## config.mk

```make
export PLATFORM = sky130hd
export DESIGN_NAME = source_text_tokenizer
export DESIGN_NICKNAME = d
export VERILOG_FILES = /design/src/design/stt_pkg.sv /design/src/design/source_text_tokenizer.sv
export VERILOG_INCLUDE_DIRS = /design/src /design/src/design
export SDC_FILE = /design/constraint.sdc
export NUM_CORES = 1
export LEC_CHECK = 0
export BUFFER_PORTS_ARGS = -buffer_cell sky130_fd_sc_hd__buf_4
export CAP_MARGIN = 25
export CORE_AREA = 2 2 137 139
export DETAILED_ROUTE_END_ITERATION = 16
export DIE_AREA = 0 0 139 141
export PLACE_DENSITY = 0.72
export SLEW_MARGIN = 20
export SYNTH_ARGS = -nofsm -noshare
export SYNTH_HDL_FRONTEND = slang
export SYNTH_SLANG_ARGS = --single-unit
export TNS_END_PERCENT = 30
```

## constraint.sdc

```tcl
create_clock -name clk -period 4.9 [get_ports clk]
set_input_delay 0.245 -clock clk [delete_from_list [all_inputs] [get_ports clk]]
set_output_delay 0.245 -clock clk [all_outputs]
set_load 0.02 [all_outputs]
```

## src/design/source_text_tokenizer_assert.svh

```systemverilog
// Assertion macros for the source text tokenizer.
// Used by design/source_text_tokenizer.sv; expects clk and arst_n in scope.
`ifndef SOURCE_TEXT_TOKENIZER_ASSERT_SVH
`define SOURCE_TEXT_TOKENIZER_ASSERT_SVH

// Same-cycle implication, disabled while reset is asserted.
`define STT_ASSERT_IMPLY(label, ante, cons, msg) \
	label: assert property (@(posedge clk) disable iff (!arst_n) (ante) |-> (cons)) \
		else $error(msg);

// Next-cycle implication, disabled while reset is asserted.
`define STT_ASSERT_NEXT(label, ante, cons, msg) \
	label: assert property (@(posedge clk) disable iff (!arst_n) (ante) |=> (cons)) \
		else $error(msg);

`endif

```

## src/design/stt_pkg.sv

```systemverilog
// Shared types, constants and character helpers of the source text tokenizer.
// No dependencies; used by design/source_text_tokenizer.sv.
`default_nettype none

package stt_pkg;

	// Longest token length that is counted; longer tokens saturate.
	localparam int MAX_TOKEN_LENGTH = 255;
	localparam logic [7:0] LEN_CAP = 8'((MAX_TOKEN_LENGTH < 255) ? MAX_TOKEN_LENGTH : 255);

	// Lengths of the two keywords.
	localparam logic [7:0] KW_RETURN_LEN = 8'd6;
	localparam logic [7:0] KW_INT_LEN    = 8'd3;

	// Scanner modes between characters.
	typedef enum logic [2:0] {
		MODE_IDLE  = 3'd0,
		MODE_NUM   = 3'd1,
		MODE_ID    = 3'd2,
		MODE_SLASH = 3'd3,
		MODE_STAR  = 3'd4,
		MODE_DOT   = 3'd5
	} mode_t;

	// Token kinds as they appear on the result channel.
	typedef enum logic [3:0] {
		KIND_EOF     = 4'd0,
		KIND_DSLASH  = 4'd1,
		KIND_COPEN   = 4'd2,
		KIND_CCLOSE  = 4'd3,
		KIND_PERIOD  = 4'd4,
		KIND_INT     = 4'd5,
		KIND_FLOAT   = 4'd6,
		KIND_ID      = 4'd7,
		KIND_RETURN  = 4'd8,
		KIND_TYPE    = 4'd9,
		KIND_UNKNOWN = 4'd10
	} kind_t;

	// One result as held in the output queue.
	typedef struct packed {
		kind_t       kind;
		logic [31:0] start;
		logic [7:0]  length;
		logic [7:0]  first;
		logic        last;
	} token_t;

	function automatic logic is_digit(input logic [7:0] c);
		return (c >= "0") && (c <= "9");
	endfunction

	function automatic logic is_alpha_us(input logic [7:0] c);
		return ((c >= "a") && (c <= "z")) || ((c >= "A") && (c <= "Z")) || (c == "_");
	endfunction

	// Character of 'return' at a given place.
	function automatic logic [7:0] kw_return_char(input logic [2:0] idx);
		logic [7:0] c;
		unique case (idx)
			3'd0: c = "r";
			3'd1: c = "e";
			3'd2: c = "t";
			3'd3: c = "u";
			3'd4: c = "r";
			3'd5: c = "n";
			default: c = 8'h00;
		endcase
		return c;
	endfunction

	// Character of 'int' at a given place.
	function automatic logic [7:0] kw_int_char(input logic [1:0] idx);
		logic [7:0] c;
		unique case (idx)
			2'd0: c = "i";
			2'd1: c = "n";
			2'd2: c = "t";
			default: c = 8'h00;
		endcase
		return c;
	endfunction

endpackage

`default_nettype wire

```

## src/design/source_text_tokenizer.sv

```systemverilog
// Source text tokenizer: one character per request in, tokens out with kind,
// start offset, saturated length and first character. A request with is_end
// high flushes the pending token and then gives an end-of-file token. Each
// request goes through one input register and the scanner logic into a
// two-entry result queue, so a character is taken every cycle unless the
// queue lacks room, and its tokens reach the result ports from the queue. A
// character that closes one token and is itself a one-character token, or an
// end mark that closes a pending token, yields two results; such a request
// waits in the input register until the queue will be empty, which stalls
// input even when the queue is full and draining.
// There is no clearing pass after reset.
// Depends on design/stt_pkg.sv and design/source_text_tokenizer_assert.svh.
`default_nettype none

`include "source_text_tokenizer_assert.svh"

module source_text_tokenizer (
	input  wire logic        clk,
	input  wire logic        arst_n,
	input  wire logic        in_valid,
	output      logic        in_stall,
	input  wire logic [7:0]  ch,
	input  wire logic        is_end,
	output      logic        out_valid,
	input  wire logic        out_stall,
	output      logic [3:0]  token_kind,
	output      logic [31:0] token_start,
	output      logic [7:0]  token_length,
	output      logic [7:0]  first_char,
	output      logic        last
);

	// Input register.
	logic       valid_s1;
	logic [7:0] ch_s1;
	logic       is_end_s1;

	// Scanner state.
	stt_pkg::mode_t mode_q, mode_d;
	logic [7:0]     len_q, len_d;
	logic [31:0]    start_q, start_d;
	logic [31:0]    pos_q, pos_d;
	logic [1:0]     dots_q, dots_d;
	logic [1:0]     kw_q, kw_d;
	logic [7:0]     open_q, open_d;

	// Scanner results for the item in the input register.
	stt_pkg::token_t res0, res1, flush_tok;
	logic [1:0]      nres;
	logic [7:0]      len_inc;
	logic            do_flush;
	logic            do_start;

	// Result queue.
	stt_pkg::token_t q0_q, q1_q, q0_d, q1_d;
	logic [1:0]      cnt_q, cnt_d;
	logic            pop;
	logic [1:0]      base;
	logic            room;
	logic            adv_s1;

	// Handshake and queue occupancy.
	assign out_valid = (cnt_q != 2'd0);
	assign pop       = out_valid && !out_stall;
	assign base      = cnt_q - {1'b0, pop};
	assign room      = ({1'b0, base} + {1'b0, nres}) <= 3'd2;
	assign adv_s1    = valid_s1 && room;
	assign in_stall  = valid_s1 && !adv_s1;

	// Input register: valid flag is reset, the payload is not.
	always_ff @(posedge clk or negedge arst_n) begin
		if (!arst_n) begin
			valid_s1 <= 1'b0;
		end else if (in_valid && !in_stall) begin
			valid_s1 <= 1'b1;
		end else if (adv_s1) begin
			valid_s1 <= 1'b0;
		end
	end

	always_ff @(posedge clk) begin
		if (in_valid && !in_stall) begin
			ch_s1     <= ch;
			is_end_s1 <= is_end;
		end
	end

	// Token held in the state, as given out when it is closed.
	always_comb begin
		flush_tok        = '0;
		flush_tok.start  = start_q;
		flush_tok.length = len_q;
		flush_tok.first  = open_q;
		unique case (mode_q)
			stt_pkg::MODE_NUM: begin
				if (dots_q == 2'd0) begin
					flush_tok.kind = stt_pkg::KIND_INT;
				end else if (dots_q == 2'd1) begin
					flush_tok.kind = stt_pkg::KIND_FLOAT;
				end else begin
					flush_tok.kind = stt_pkg::KIND_UNKNOWN;
				end
			end
			stt_pkg::MODE_ID: begin
				if (len_q == stt_pkg::KW_RETURN_LEN && kw_q[0]) begin
					flush_tok.kind = stt_pkg::KIND_RETURN;
				end else if (len_q == stt_pkg::KW_INT_LEN && kw_q[1]) begin
					flush_tok.kind = stt_pkg::KIND_TYPE;
				end else begin
					flush_tok.kind = stt_pkg::KIND_ID;
				end
			end
			stt_pkg::MODE_DOT: flush_tok.kind = stt_pkg::KIND_PERIOD;
			default: flush_tok.kind = stt_pkg::KIND_UNKNOWN;
		endcase
	end

	assign len_inc = (len_q < stt_pkg::LEN_CAP) ? len_q + 8'd1 : len_q;

	// Scanner step: next state and up to two results for one character.
	always_comb begin
		mode_d   = mode_q;
		len_d    = len_q;
		start_d  = start_q;
		pos_d    = pos_q;
		dots_d   = dots_q;
		kw_d     = kw_q;
		open_d   = open_q;
		res0     = '0;
		res1     = '0;
		nres     = 2'd0;
		do_flush = 1'b0;
		do_start = 1'b0;

		if (is_end_s1) begin
			// End of file: close any pending token, then the end token.
			if (mode_q != stt_pkg::MODE_IDLE) begin
				res0       = flush_tok;
				res1.kind  = stt_pkg::KIND_EOF;
				res1.start = pos_q;
				nres       = 2'd2;
				mode_d     = stt_pkg::MODE_IDLE;
				kw_d       = 2'b11;
			end else begin
				res0.kind  = stt_pkg::KIND_EOF;
				res0.start = pos_q;
				nres       = 2'd1;
			end
		end else begin
			pos_d = pos_q + 32'd1;
			unique case (mode_q)
				stt_pkg::MODE_NUM: begin
					if (stt_pkg::is_digit(ch_s1) || ch_s1 == ".") begin
						len_d = len_inc;
						if (ch_s1 == "." && dots_q < 2'd2) begin
							dots_d = dots_q + 2'd1;
						end
					end else begin
						do_flush = 1'b1;
						do_start = 1'b1;
					end
				end
				stt_pkg::MODE_ID: begin
					if (stt_pkg::is_alpha_us(ch_s1) || stt_pkg::is_digit(ch_s1)) begin
						kw_d[0] = kw_q[0] && (len_q < stt_pkg::KW_RETURN_LEN)
							&& (ch_s1 == stt_pkg::kw_return_char(len_q[2:0]));
						kw_d[1] = kw_q[1] && (len_q < stt_pkg::KW_INT_LEN)
							&& (ch_s1 == stt_pkg::kw_int_char(len_q[1:0]));
						len_d = len_inc;
					end else begin
						do_flush = 1'b1;
						do_start = 1'b1;
					end
				end
				stt_pkg::MODE_SLASH: begin
					if (ch_s1 == "/" || ch_s1 == "*") begin
						if (ch_s1 == "/") begin
							res0.kind = stt_pkg::KIND_DSLASH;
						end else begin
							res0.kind = stt_pkg::KIND_COPEN;
						end
						res0.start  = start_q;
						res0.length = 8'd2;
						res0.first  = "/";
						nres        = 2'd1;
						mode_d      = stt_pkg::MODE_IDLE;
					end else begin
						do_flush = 1'b1;
						do_start = 1'b1;
					end
				end
				stt_pkg::MODE_STAR: begin
					if (ch_s1 == "/") begin
						res0.kind   = stt_pkg::KIND_CCLOSE;
						res0.start  = start_q;
						res0.length = 8'd2;
						res0.first  = "*";
						nres        = 2'd1;
						mode_d      = stt_pkg::MODE_IDLE;
					end else begin
						do_flush = 1'b1;
						do_start = 1'b1;
					end
				end
				stt_pkg::MODE_DOT: begin
					if (stt_pkg::is_digit(ch_s1)) begin
						mode_d = stt_pkg::MODE_NUM;
						len_d  = len_inc;
						dots_d = 2'd1;
					end else begin
						do_flush = 1'b1;
						do_start = 1'b1;
					end
				end
				default: begin
					mode_d   = stt_pkg::MODE_IDLE;
					do_start = 1'b1;
				end
			endcase

			// A character that ends a token closes it first.
			if (do_flush) begin
				res0   = flush_tok;
				nres   = 2'd1;
				mode_d = stt_pkg::MODE_IDLE;
				kw_d   = 2'b11;
			end

			// The character then opens a new token, or is a token by itself.
			if (do_start && !(ch_s1 == " " || ch_s1 == "\n")) begin
				priority if (ch_s1 == "/" || ch_s1 == "*" || ch_s1 == "."
					|| stt_pkg::is_digit(ch_s1) || stt_pkg::is_alpha_us(ch_s1)) begin
					start_d = pos_q;
					len_d   = 8'd1;
					open_d  = ch_s1;
					dots_d  = 2'd0;
					kw_d    = 2'b11;
					priority if (ch_s1 == "/") begin
						mode_d = stt_pkg::MODE_SLASH;
					end else if (ch_s1 == "*") begin
						mode_d = stt_pkg::MODE_STAR;
					end else if (ch_s1 == ".") begin
						mode_d = stt_pkg::MODE_DOT;
					end else if (stt_pkg::is_digit(ch_s1)) begin
						mode_d = stt_pkg::MODE_NUM;
					end else begin
						mode_d = stt_pkg::MODE_ID;
						kw_d   = {ch_s1 == "i", ch_s1 == "r"};
					end
				end else if (do_flush) begin
					res1.kind   = stt_pkg::KIND_UNKNOWN;
					res1.start  = pos_q;
					res1.length = 8'd1;
					res1.first  = ch_s1;
					nres        = 2'd2;
				end else begin
					res0.kind   = stt_pkg::KIND_UNKNOWN;
					res0.start  = pos_q;
					res0.length = 8'd1;
					res0.first  = ch_s1;
					nres        = 2'd1;
				end
			end
		end

		// Mark the final result of this request.
		if (nres == 2'd2) begin
			res1.last = 1'b1;
		end else if (nres == 2'd1) begin
			res0.last = 1'b1;
		end
	end

	// Scanner state register, updated as the input register's item is consumed.
	always_ff @(posedge clk or negedge arst_n) begin
		if (!arst_n) begin
			mode_q  <= stt_pkg::MODE_IDLE;
			len_q   <= 8'd0;
			start_q <= 32'd0;
			pos_q   <= 32'd0;
			dots_q  <= 2'd0;
			kw_q    <= 2'b11;
			open_q  <= 8'd0;
		end else if (adv_s1) begin
			mode_q  <= mode_d;
			len_q   <= len_d;
			start_q <= start_d;
			pos_q   <= pos_d;
			dots_q  <= dots_d;
			kw_q    <= kw_d;
			open_q  <= open_d;
		end
	end

	// Result queue: shift on a pop, append new results after what remains.
	always_comb begin
		q0_d  = pop ? q1_q : q0_q;
		q1_d  = q1_q;
		cnt_d = base;
		if (adv_s1 && nres != 2'd0) begin
			cnt_d = base + nres;
			if (base == 2'd0) begin
				q0_d = res0;
				q1_d = res1;
			end else begin
				q1_d = res0;
			end
		end
	end

	always_ff @(posedge clk or negedge arst_n) begin
		if (!arst_n) begin
			cnt_q <= 2'd0;
		end else begin
			cnt_q <= cnt_d;
		end
	end

	always_ff @(posedge clk) begin
		q0_q <= q0_d;
		q1_q <= q1_d;
	end

	assign token_kind   = q0_q.kind;
	assign token_start  = q0_q.start;
	assign token_length = q0_q.length;
	assign first_char   = q0_q.first;
	assign last         = q0_q.last;

	// Checks on the queue and the scanner.
	`STT_ASSERT_IMPLY(a_cnt_range, 1'b1, cnt_q != 2'd3, "result queue over-full")
	`STT_ASSERT_IMPLY(a_two_into_empty, adv_s1 && nres == 2'd2, base == 2'd0,
		"two results pushed into a non-empty queue")
	`STT_ASSERT_NEXT(a_held_result, out_valid && out_stall, out_valid,
		"stalled result lost from queue")
	`STT_ASSERT_IMPLY(a_eof_last, out_valid && token_kind == stt_pkg::KIND_EOF, last,
		"end-of-file token not marked last")

endmodule

`default_nettype wire
```

Word level (Yosys, flattened, before mapping)

Index checks and enable logic that the tools add are counted.
W data, S select, Z words.

Input bits: 13
Latch bits: 0
Bits in writable memories: 0
Memories kept: 0
Output and inout bits: 55
Register bits after elaboration: 205
Word-level logic and storage cells: 204
Memory bits (read-only): 0

Shift operators: 0
Bitwise gates (word level): 1
Mux-type cells: 95
$add $sub $neg: 6
Reductions and logical operators: 42
Multipliers: 0
Order comparisons: 11
Equality and inequality tests: 28
Divide/modulo/power cells: 0

Operators with widths:

| operator                | number |
|---|---|
| $mux W53                | 6 |
| $mux W52                | 6 |
| $mux W50                | 2 |
| $pmux W50 S2            | 1 |
| $mux W8                 | 12 |
| $mux W36                | 2 |
| $mux W2                 | 25 |
| $pmux W7 S5             | 1 |
| $mux W3                 | 11 |
| $add A32 B1 Y32 const B | 1 |
| $eq A8 B6 Y1 const B    | 4 |
| $mux W32                | 1 |
| $eq A8 B7 Y1 const B    | 3 |
| $pmux W8 S3             | 1 |
| $pmux W7 S3             | 1 |
| $mux W17                | 1 |
| $eq A8 B8 Y1            | 2 |
| $ge A8 B7 Y1 const B    | 2 |
| $le A8 B7 Y1 const B    | 2 |
| $logic_and A1 B1 Y1     | 16 |
| $mux W16                | 1 |
| $mux W4                 | 4 |
| $mux W1                 | 14 |
| $eq A3 B2 Y1 const B    | 4 |
| other kinds (35)        | 60 |

Logic depth before layout (Yosys ltp)

Word-level depth: 20
Depth in mapped cells: 17
Mapped depth without buffers: 15

Worst setup path before layout

Ideal clock, no wire load.

Kind: reg-to-reg
Start: register ch_s1[4]
End: register q1_q[0] in the netlist's numbering (enable)
Setup slack: 0.381 ns
Period minus slack after synthesis: 4.519 ns
Setup time: 0.407 ns
Arrival: 4.112 ns
Stages on the path, launching flop included: 15
Cells stage by stage: edfxtp_1 > buf_2 > and3b_1 > clkbuf_1 > a22o_1 > a22o_1 > nor3_2 > a22o_1 > nor2_1 > ha_1 > fa_1 > a21oi_1 > nand2_1 > a21o_1 > inv_1

Longest elaborated chain between the ends: 16

Ends and longest elaborated chain:

| element                                             | line                                                       | RTL |
|---|---|---|
| start: declaration                                  | source_text_tokenizer.sv:35                                | `logic [7:0] ch_s1;` |
| start signal: assignment                            | source_text_tokenizer.sv:83                                | `ch_s1 <= ch;` |
| $ge A8 B7 Y1 / $le A8 B7 Y1 (equally long branches) | stt_pkg.sv:54                                              | `return ((c >= "a") && (c <= "z")) \|\| ((c >= "A") && (c <= "Z")) \|\| (c == "_");` |
| $logic_and A1 B1 Y1                                 | stt_pkg.sv:54                                              |  |
| $logic_or A1 B1 Y1 (2 in series)                    | stt_pkg.sv:54                                              |  |
| $logic_or A1 B1 Y1                                  | source_text_tokenizer.sv:164                               | `if (stt_pkg::is_alpha_us(ch_s1) \|\| stt_pkg::is_digit(ch_s1)) begin` |
| $mux W1                                             | source_text_tokenizer.sv:164                               |  |
| $pmux W1 S5                                         | source_text_tokenizer.sv:151                               | `unique case (mode_q)` |
| $mux W1                                             | source_text_tokenizer.sv:135                               | `if (is_end_s1) begin` |
| $mux W2 (on tied branches)                          | source_text_tokenizer.sv:250, source_text_tokenizer.sv:222 |  |
| $mux W2                                             | source_text_tokenizer.sv:231                               | `priority if (ch_s1 == "/" \|\| ch_s1 == "*" \|\| ch_s1 == "."` |
| $mux W2 (*)                                         | source_text_tokenizer.sv:230                               | `if (do_start && !(ch_s1 == " " \|\| ch_s1 == "\n")) begin` |
| $mux W2 (*)                                         | source_text_tokenizer.sv:135                               |  |
| $add A2 B2 Y3                                       | source_text_tokenizer.sv:66                                | `assign room = ({1'b0, base} + {1'b0, nres}) <= 3'd2;` |
| $le A3 B2 Y1                                        | source_text_tokenizer.sv:66                                |  |
| $logic_and A1 B1 Y1                                 | source_text_tokenizer.sv:67                                | `assign adv_s1 = valid_s1 && room;` |
| $logic_and A1 B1 Y1 (*)                             | source_text_tokenizer.sv:300                               | `if (adv_s1 && nres != 2'd0) begin` |
| end signal: assignment                              | source_text_tokenizer.sv:321                               | `q1_q <= q1_d;` |
| end: declaration                                    | source_text_tokenizer.sv:55                                | `stt_pkg::token_t q0_q, q1_q, q0_d, q1_d;` |

Every way passes the cells marked *; elsewhere a longest branch is shown, timed or not. The select of a mux whose other input is x is not followed.
A chain may end at the register's enable or synchronous reset.

Worst setup path in the final report

Start: register ch_s1[1]
End: register pos_q[31]

Longest elaborated chain between the ends: 16

Ends and longest elaborated chain:

| element                                             | line                                                       | RTL |
|---|---|---|
| $ge A8 B7 Y1 / $le A8 B7 Y1 (equally long branches) | stt_pkg.sv:54                                              |  |
| $logic_and A1 B1 Y1                                 | stt_pkg.sv:54                                              |  |
| $logic_or A1 B1 Y1 (2 in series)                    | stt_pkg.sv:54                                              |  |
| $logic_or A1 B1 Y1                                  | source_text_tokenizer.sv:164                               |  |
| $mux W1                                             | source_text_tokenizer.sv:164                               |  |
| $pmux W1 S5                                         | source_text_tokenizer.sv:151                               |  |
| $mux W1                                             | source_text_tokenizer.sv:135                               |  |
| $mux W2 (on tied branches)                          | source_text_tokenizer.sv:250, source_text_tokenizer.sv:222 |  |
| $mux W2                                             | source_text_tokenizer.sv:231                               |  |
| $mux W2 (*)                                         | source_text_tokenizer.sv:230                               |  |
| $mux W2 (*)                                         | source_text_tokenizer.sv:135                               |  |
| $add A2 B2 Y3 (*)                                   | source_text_tokenizer.sv:66                                |  |
| $le A3 B2 Y1 (*)                                    | source_text_tokenizer.sv:66                                |  |
| $logic_and A1 B1 Y1 (*)                             | source_text_tokenizer.sv:67                                |  |
| $reduce_and A2 Y1 (no source line) (*)              | --                                                         |  |
| end signal: assignment                              | source_text_tokenizer.sv:288                               | `pos_q <= pos_d;` |
| end: declaration                                    | source_text_tokenizer.sv:42                                | `logic [31:0] pos_q, pos_d;` |

Marks and branches as above.

==> metrics.md <==
| Metric | Value |
|---|---|
| Status | `completed` |
| PortBufs | `67` |
| Register area | `5180 um^2` |
| Fin crit share | `0.940` |
| Clock power share | `0.171` |
| Slew at the pin closest to its max-slew limit | `0.958 ns` |
| Finish-stage setup viols | `0` |
| Row count | `50` |
| Critical path required time | `5.29 ns` |
| 1st-iter DRT viols | `652` |
| CP startpoint kind | `register` |
| Layout cells sized above 1 | `0.200` |
| Gate Count Post-Synth | `937` |
| Vias in the first global route | `7492` |
| Max incr delay on CP | `0.51 ns` |
| Area of the multi-input gates | `4330 um^2` |
| Ys Warns | `0` |
| Initial antenna violation count | `0` |
| Cell Int Power | `5400 uW` |
| GPL Wtd Cong | `1.02` |
| Sw frac | `0.439` |
| CTS tree | `done` |
| Delay-heaviest family, CP | `simple AND/OR/NAND/NOR gates` |
| WP buf/inv | `2` |
| CP Cell Sequence | `buf_4 -> and3b_1 -> a22o_1 -> a22o_2 -> nor3_4 -> a22o_1 -> nor2_1 -> ha_1 -> fa_1 -> a21o_1 -> nor3b_2 -> nand4_1 -> nor3_1 -> buf_4 -> and3_1 -> nand4_1 -> xnor2_1` |
| Routed length per instance | `19.6 um` |
| Max-slew headroom | `0.353` |
| Syn Nets | `963` |
| Leakage power | `0.00498 uW` |
| F_max | `0.217 GHz` |
| Minimum clock period | `4.60 ns` |
| Maximum VDD drop | `0.567 mV` |
| Sw power | `4230 uW` |
| Reg power frac | `0.320` |
| Area growth, synth to finish | `16.8%` |
| DP Worst Slack | `0.138 ns` |
| Yosys cell types | `76` |
| First-pass GRT wire length | `39600 um` |
| CTS sink count | `205` |
| Clock buffer depth | `3` |
| Slowest CP cell | `edfxtp_1` |
| Syn_area_per_cell | `10.5 um^2` |
| Initial Util | `0.538` |
| Core Area | `18300 um^2` |
| Number of fill cells | `1491` |
| Logic pwr share | `0.509` |
| Post-synth top area cell | `dfrtp_1` |
| Pwr per Cell Area | `838 nW/um^2` |
| Largest net degree at the start of global routing | `72` |
| Mapped Area | `9840 um^2` |
| Register area share after synthesis | `0.526` |
| DRC | `0` |
| Synth async-reset ratio | `0.439` |
| Final hold vios | `0` |
| Vias per std cell | `6.12` |
| Die ar. | `19600 um^2` |
| Diodes inserted | `0` |
| Worst-path clk slew | `0.06 ns` |
| R2r setup slk | `0.30 ns` |
| Area contributors post-synth | `dfrtp_1, edfxtp_1, dfxtp_1, nand2_1, mux2_2` |
| GR Overflow Total | `0` |
| Slew Viols, Final | `0` |
| DP Wirelength | `15900 um` |
| Critical path type | `reg -> reg` |
| Ys flop type | `dfrtp_1` |
| CP Capture Type | `register` |
| ANT nets after route | `0` |
| Final WS setup | `0.296 ns` |
| Top cell type's share of synthesized area | `0.224` |
| DR pass1 iterations | `5` |
| Clock skew | `0.0108 ns` |
| Detailed Route WL | `24600 um` |
| Via count | `7715` |
| Data arrival, critical path | `4.99 ns` |
| # IOs | `68` |
| Die Y | `141 um` |
| Crit Path Max Fanout | `9` |
| Unrepaired setup endpoints after global routing | `no` |
| Clk_lat worst skew | `0.51 ns` |
| Die Width | `139 um` |
| Flops & latches, synth | `205` |
| Max-cap violations | `0` |
| Final net count | `1035` |
| EDFF count, synth | `62` |
| Root Buffer | `clkbuf_16` |
| Tot GR Track Use | `0.248` |
| Type of the worst min-delay path | `in -> async` |
| Final TNS setup | `0 ns` |
| Max H-tree Level | `1` |
| Num CTS Buffers | `23` |
-- timing repair --
action                                  CTS  global route
setup buffers                             0             3
gates resized for setup                   0             5
hold endpoints to repair                 47             0
endpoints found under the setup margin    0            35
hold buffers                             11             0
-- through the flow --
stage                     area (um^2)  hold slack (ns)  power (uW)  cells   util
after CTS                       11400            0.290        9600   1257  0.627
after global placement          10600            0.279        7820   1203  0.580
final                           11500            0.283        9630   1260  0.629
after global routing            11500            0.327       10200   1260  0.629
after floorplan                  9840          -0.0506        6290    937      -
after detailed placement        10600            0.282        7920   1204  0.581
-- cells by family after synthesis --
logic type,count (synthesis),share of synthesized area
buffers and inverters,79,0.0357
AOI/OAI and AO/OA,232,0.172
and+or+nand+nor,316,0.153
muxes,53,0.0606
DFF,205,0.526
xor gates and xnor gates,39,0.0347
adders and majority gates,13,0.0173
-- layout make-up --
cell class / count / share of cell area
Sequential cell: 205 / 0.451
Multi-Input combinational cell: 653 / 0.377
Timing Repair Buffer: 113 / 0.0802
Clock buffer: 36 / 0.0570
Tap cell: 234 / 0.0255
Clock inverter: 6 / 0.00566
Inverter: 13 / 0.00425
-- metal layers --
| metal | track usage | vias to the layer above | wire (um) |
|---|---|---|---|
| li1 | - | 3615 | - |
| met1 | 0.338 | 3787 | 10800 |
| met2 | 0.409 | 264 | 11600 |
| met3 | 0.0391 | 49 | 1500 |
| met4 | 0.0824 | 0 | 685 |
| met5 | 0 | - | 0 |
-- final timing paths --
kind                                                 to                     from  cells past startpoint
worst max-delay path              pos_q[31]$_DFFE_PN0P_       ch_s1[1]$_DFFE_PP_                     17
worst min-delay path              open_q[3]$_DFFE_PN0P_                   arst_n                      2
worst max register to register    pos_q[31]$_DFFE_PN0P_       ch_s1[1]$_DFFE_PP_                     17
worst min register to register  token_start[22]$_DFF_P_  token_start[22]$_DFF_P_                      2
max in group asynchronous       start_q[31]$_DFFE_PN0P_                   arst_n                      3
min in group clk                     ch_s1[6]$_DFFE_PP_                    ch[6]                      2
-- layout by cell type (no fill, tap or decap), types with 9 or more instances in the layout --
| master | instances |
|---|---|
| a221oi_1 | 27 |
| inv_1 | 11 |
| buf_4 | 98 |
| a31oi_1 | 40 |
| dfxtp_1 | 53 |
| mux2_2 | 48 |
| a22o_1 | 27 |
| dlygate4sd3_1 | 11 |
| dfrtp_1 | 88 |
| xnor2_1 | 27 |
| clkbuf_1 | 10 |
| nand2_1 | 175 |
| o21ai_0 | 39 |
| ha_1 | 12 |
| clkbuf_16 | 23 |
| nor2_1 | 28 |
| edfxtp_1 | 62 |
| nand3_1 | 19 |
| and3_1 | 26 |
| nand4_1 | 9 |
| a21oi_1 | 32 |
| xor2_1 | 12 |
-- worst reg2reg max path, stage by stage, from the launching register on --
cell	delay [ns]
edfxtp_1	0.51
buf_4	0.19
and3b_1	0.23
a22o_1	0.23
a22o_2	0.30
nor3_4	0.33
a22o_1	0.22
nor2_1	0.07
ha_1	0.22
fa_1	0.48
a21o_1	0.20
nor3b_2	0.26
nand4_1	0.28
nor3_1	0.27
buf_4	0.16
and3_1	0.25
nand4_1	0.13
xnor2_1	0.15
-- flip-flops by register name (all words and copies together) (netlist names), 3 cells and up --
signal        cells
ch_s1             8
token_length      8
token_start      32
len_q             8
q1_q             53
open_q            8
token_kind        4
mode_q            3
start_q          32
first_char        8
pos_q            32
-- power groups by stage --
stage	Sequential (uW)	Combinational [uW]	Clock, uW
CTS	3080	4850	1670
global placement	3090	4730	0
floorplan	3250	3040	0
detailed placement	3110	4810	0
global route	3150	5330	1740
finish	3080	4900	1650
-- synth_stat cells (all sizes together), types with 26 or more instances --
library cell,instances
edfxtp,62
o21ai,41
xnor2,27
nand2,176
dfrtp,88
clkbuf,42
nor2,29
a21oi,32
a221oi,27
a31oi,41
mux2,49
dfxtp,53
a22o,28
and3,26
(Power assumes the default switching activity.)
